--- src/design/tvdsl_div.sv ---
// pipelined restoring divider, one quotient bit per stage
// standalone; quotient must be known to fit in QUO_W bits
module tvdsl_div #(
    parameter int DEND_W = 34,
    parameter int DSOR_W = 32,
    parameter int QUO_W  = 18
) (
    input  logic              clk,
    input  logic              ce,
    input  logic [DEND_W-1:0] dividend,
    input  logic [DSOR_W-1:0] divisor,
    output logic [QUO_W-1:0]  quotient
);

    logic [DSOR_W-1:0] rem_reg  [0:QUO_W];
    logic [QUO_W-1:0]  quo_reg  [0:QUO_W];
    logic [DEND_W-1:0] dend_reg [0:QUO_W-1];
    logic [DSOR_W-1:0] dsor_reg [0:QUO_W-1];

    // entry stage: upper dividend bits are already below the divisor
    always_ff @(posedge clk)
    begin
        if (ce)
        begin
            rem_reg[0]  <= DSOR_W'(dividend >> QUO_W);
            quo_reg[0]  <= '0;
            dend_reg[0] <= dividend;
            dsor_reg[0] <= divisor;
        end
    end

    for (genvar i = 0; i < QUO_W; i++)
    begin : g_stage
        localparam int B = QUO_W - 1 - i;
        logic [DSOR_W:0] shifted;
        logic [DSOR_W:0] diff;
        logic            ge;

        assign shifted = {rem_reg[i], dend_reg[i][B]};
        assign diff    = shifted - {1'b0, dsor_reg[i]};
        assign ge      = shifted >= {1'b0, dsor_reg[i]};

        always_ff @(posedge clk)
        begin
            if (ce)
            begin
                rem_reg[i+1] <= ge ? diff[DSOR_W-1:0] : shifted[DSOR_W-1:0];
                quo_reg[i+1] <= quo_reg[i] | (QUO_W'(ge) << B);
            end
        end

        if (i < QUO_W - 1)
        begin : g_fwd
            always_ff @(posedge clk)
            begin
                if (ce)
                begin
                    dend_reg[i+1] <= dend_reg[i];
                    dsor_reg[i+1] <= dsor_reg[i];
                end
            end
        end
    end

    assign quotient = quo_reg[QUO_W];

endmodule
--- config.mk ---
export PLATFORM = sky130hd
export DESIGN_NAME = tvdsl_div
export DESIGN_NICKNAME = d
export VERILOG_FILES = /design/src/design/tvdsl_div.sv
export SDC_FILE = /design/constraint.sdc
export NUM_CORES = 2
export LEC_CHECK = 0
export ABC_CLOCK_PERIOD_IN_PS = 3350
export BUFFER_PORTS_ARGS = -buffer_cell sky130_fd_sc_hd__buf_2
export CAP_MARGIN = 20
export CORE_MARGIN = 1.5
export CORE_UTILIZATION = 55
export CTS_CLUSTER_DIAMETER = 60
export DETAILED_ROUTE_END_ITERATION = 16
export GPL_TIMING_DRIVEN = 0
export PLACE_DENSITY_LB_ADDON = 0.05
export SLEW_MARGIN = 20
export SYNTH_ARGS = -nofsm -noshare
export SYNTH_HDL_FRONTEND = slang
export SYNTH_SLANG_ARGS = --single-unit
--- constraint.sdc ---
create_clock -name clk -period 3.35 [get_ports clk]
set_input_delay 0.335 -clock clk [delete_from_list [all_inputs] [get_ports clk]]
set_output_delay 0.335 -clock clk [all_outputs]
set_load 0.05 [all_outputs]
==> run summary <==
status: complete, but fails checks
failing checks: DRC, setup timing
Clock Path Buffers: 3
Tcrit/Tclk final: 115%
Mapped Area: 79600 um^2
Hold Violations, Final: 0
crit end category: register
IO Port Bufs: 85
Die Area: 147000 um^2
synth cell count leaders: edfxtp_1, inv_1, a21oi_1, ha_1, nor2_1
CP Data Arrival Time: 4.37 ns
fin. max-slew vios: 0
Skew-Pair Late Insertion Delay: 0.79 ns
peak supply drop: 0.000529 V
Seq/Total Area, Yosys: 55.7%
Via density: 5.82
clock sink total: 1478
Worst R2R Start: rem_reg[2][6]
Synth Instances: 6731
crit-path max FO: 5
main flop type after synthesis: edfxtp_1
Yosys reg bits: 1478
Async SR Flop Fraction: 0%
Worst-Margin Slew: 1.03 ns
cell with the most instances after synthesis: edfxtp_1
CTS Buf Count: 168
Critical Path, Cell by Cell: ha_4 > o21ai_1 > o21bai_4 > o31ai_4 > o22ai_4 > o41ai_4 > buf_4 > o21a_4 > o21ai_4 > a221o_1 > a31oi_1 > o21a_1 > buf_12 > buf_12 > buf_12 > mux2_4
largest net degree at the start of global routing: 147
Residual DRC: 2
Period minus WS final: 3.84 ns
synth unique cells: 98
core area: 144000 um^2
global-route wire length before repair: 313000 um
Critical Path Start Type: register
area of the multi-input gates: 37000 um^2
LEAKAGE: 0.0405 uW
drt initial violations: 4093
share of cells above drive strength 1: 24.8%
Reg power frac: 30.3%
Hold Crit Start: ce
Yosys top cell area share: 55.7%
Design Area, Final: 99700 um^2
Mean Syn Cell Area: 11.8 um^2
number of placed I/O pins: 86
worst min-delay path class: in -> reg
average wire per cell in the routed design: 21.9 um
final wirelength: 209000 um
initial antenna violation count: 3
most used cell, CP: buf_12
cell taking the most area after synthesis: edfxtp_1
clock power share: 18.8%
Vias: 55500
Comb power frac: 50.9%
clock skew: 0.0473 ns
Syn Nets: 7377
clk root buf: clkbuf_16
MaxCap Viol Count: 0
Nets: 8138
Post-synth EDFFs: 1478
Starting Density: 55.4%
Setup CP Type: reg -> reg
width of the die: 383 um
vias in the first global route: 55000
CP required: 3.88 ns
die height: 383 um
Setup violations, final: 353
drt first pass iters: 12
Final Core Density: 69.4%
Worst slew margin: 30.9%
Area Overhead vs Synth: 25.3%
Placer Congestion: 0.988
# H-tree levels: 4
RSZ-0062 raised after global routing: true
Final ANT Viol Nets: 0
Final HPWL DP: 144000 um
setup slack after layout: -0.489 ns
GRT Total Usage: 27.6%
internal power: 60900 uW
Synth Warn #: 0
Max Clk Rate: 261 MHz
clock-pin transition on the worst setup and hold timing paths: 0.06 ns
sw power: 36100 uW
grt ovf: 0
Critical Path Start: rem_reg[2][6]
Pwr per Cell Area: 972 nW/um^2
placed cell areas: 82800 um^2
Filler cells: 10200
# diodes: 0
register area: 44400 um^2
Synth area leaders: edfxtp_1, ha_1, a21oi_1
Worst path max stage delay: 0.44 ns
Row Count: 139
slowest library cell on the worst path: edfxtp_1
max reg flops: 576
TritonCTS clock tree: built
sw frac: 37.2%
==> metal layers <==
metal / up-vias / track usage [%] / share of wire [%]
met1: 27200 / 34.1 / 40
met2: 1521 / 48.9 / 51
met5: - / 0 / 0
met4: 0 / 11.6 / 4.5
met3: 429 / 3.47 / 4.5
li1: 26400 / - / -
==> worst max-delay path, delay by kind of cell, from the launching register on <==
kind | cells | cell delay [ns]
AOI/OAI and AO/OA | 10 | 1.94
buffers and inverters | 4 | 0.59
DFF | 1 | 0.44
adders and majority gates | 1 | 0.29
muxes | 1 | 0.29
==> metrics by stage <==
stage               worst slack [ns]  hold WS (ns)  cells  TNS, ns  power, uW
floorplan                    0.00132         0.400   6731        0      54300
global placement              -20.96         0.400   8719        -      64400
detailed placement             -1.71         0.405   8730  -877.97      64000
CTS                           -0.521         0.118   9414   -49.61      91500
global route                  -0.571         0.148   9535   -95.31     102000
finish                        -0.489         0.163   9535   -60.83      96900
==> cells in the final DEF, fill, tap and decap left out, types with 62 or more instances in the layout <==
master / instances
mux2_2: 128
mux2_4: 124
a21oi_1: 445
nand4_1: 101
edfxtp_1: 1478
nand2b_1: 76
clkbuf_16: 196
xor2_1: 173
ha_4: 68
nor3_1: 65
buf_4: 320
nand3_1: 112
buf_2: 87
o21ai_0: 252
xnor2_1: 257
a21oi_2: 109
o21ai_2: 81
inv_1: 665
buf_6: 63
ha_1: 465
clkbuf_1: 76
nor2_4: 62
buf_12: 66
nor2_1: 302
o21a_1: 92
a21o_1: 264
dlygate4sd3_1: 68
nand2_1: 293
==> power groups by stage <==
stage	sequential [uW]	combinational, uW	clock (uW)
3_5_place_dp	29400	34600	0
3_3_place_gp	30200	34200	0
4_1_cts	29200	43800	18600
6_report	29400	49300	18200
5_1_grt	29700	53100	19200
2_1_floorplan	28000	26300	0
==> final timing paths <==
kind	to	slack, ns	cells after the start
worst max-delay path	rem_reg[3][12]	-0.49	16
worst min-delay path	dend_reg[5][6]	0.16	2
worst max register to register	rem_reg[3][12]	-0.49	16
worst min register to register	dend_reg[7][3]	0.41	0
==> repair_timing <==
action	4_1_cts	5_1_grt
hold endpoints to repair	70	0
setup buffers	285	151
hold buffers	69	0
resized for setup	981	634
pin swaps	247	268
cloned	32	15
endpoints found under the setup margin	752	546
==> cells by family (layout without fill, tap and decap cells) <==
logic type	Yosys count	count (layout)	synth area share (%)
xor gates and xnor gates	434	434	4.77
buffers and inverters	856	1757	4.21
adders and majority gates	578	578	9.24
and+or+nand+nor	1364	1364	8.27
AOI/OAI and AO/OA	1753	1753	13.8
DFF	1478	1478	55.7
muxes	268	268	3.89
==> layout make-up <==
class,instances,area share [%]
flip-flops and latches,1478,44.5
multi-input cells,4397,37.1
repair buffers,623,6.36
clock buffers,199,4.38
inverters,698,2.68
well taps,1903,2.39
plain buffers,124,1.39
clock inverters,111,1.17
repair inverters,2,0.0364
No activity file was read; power rests on OpenSTA's default activity.
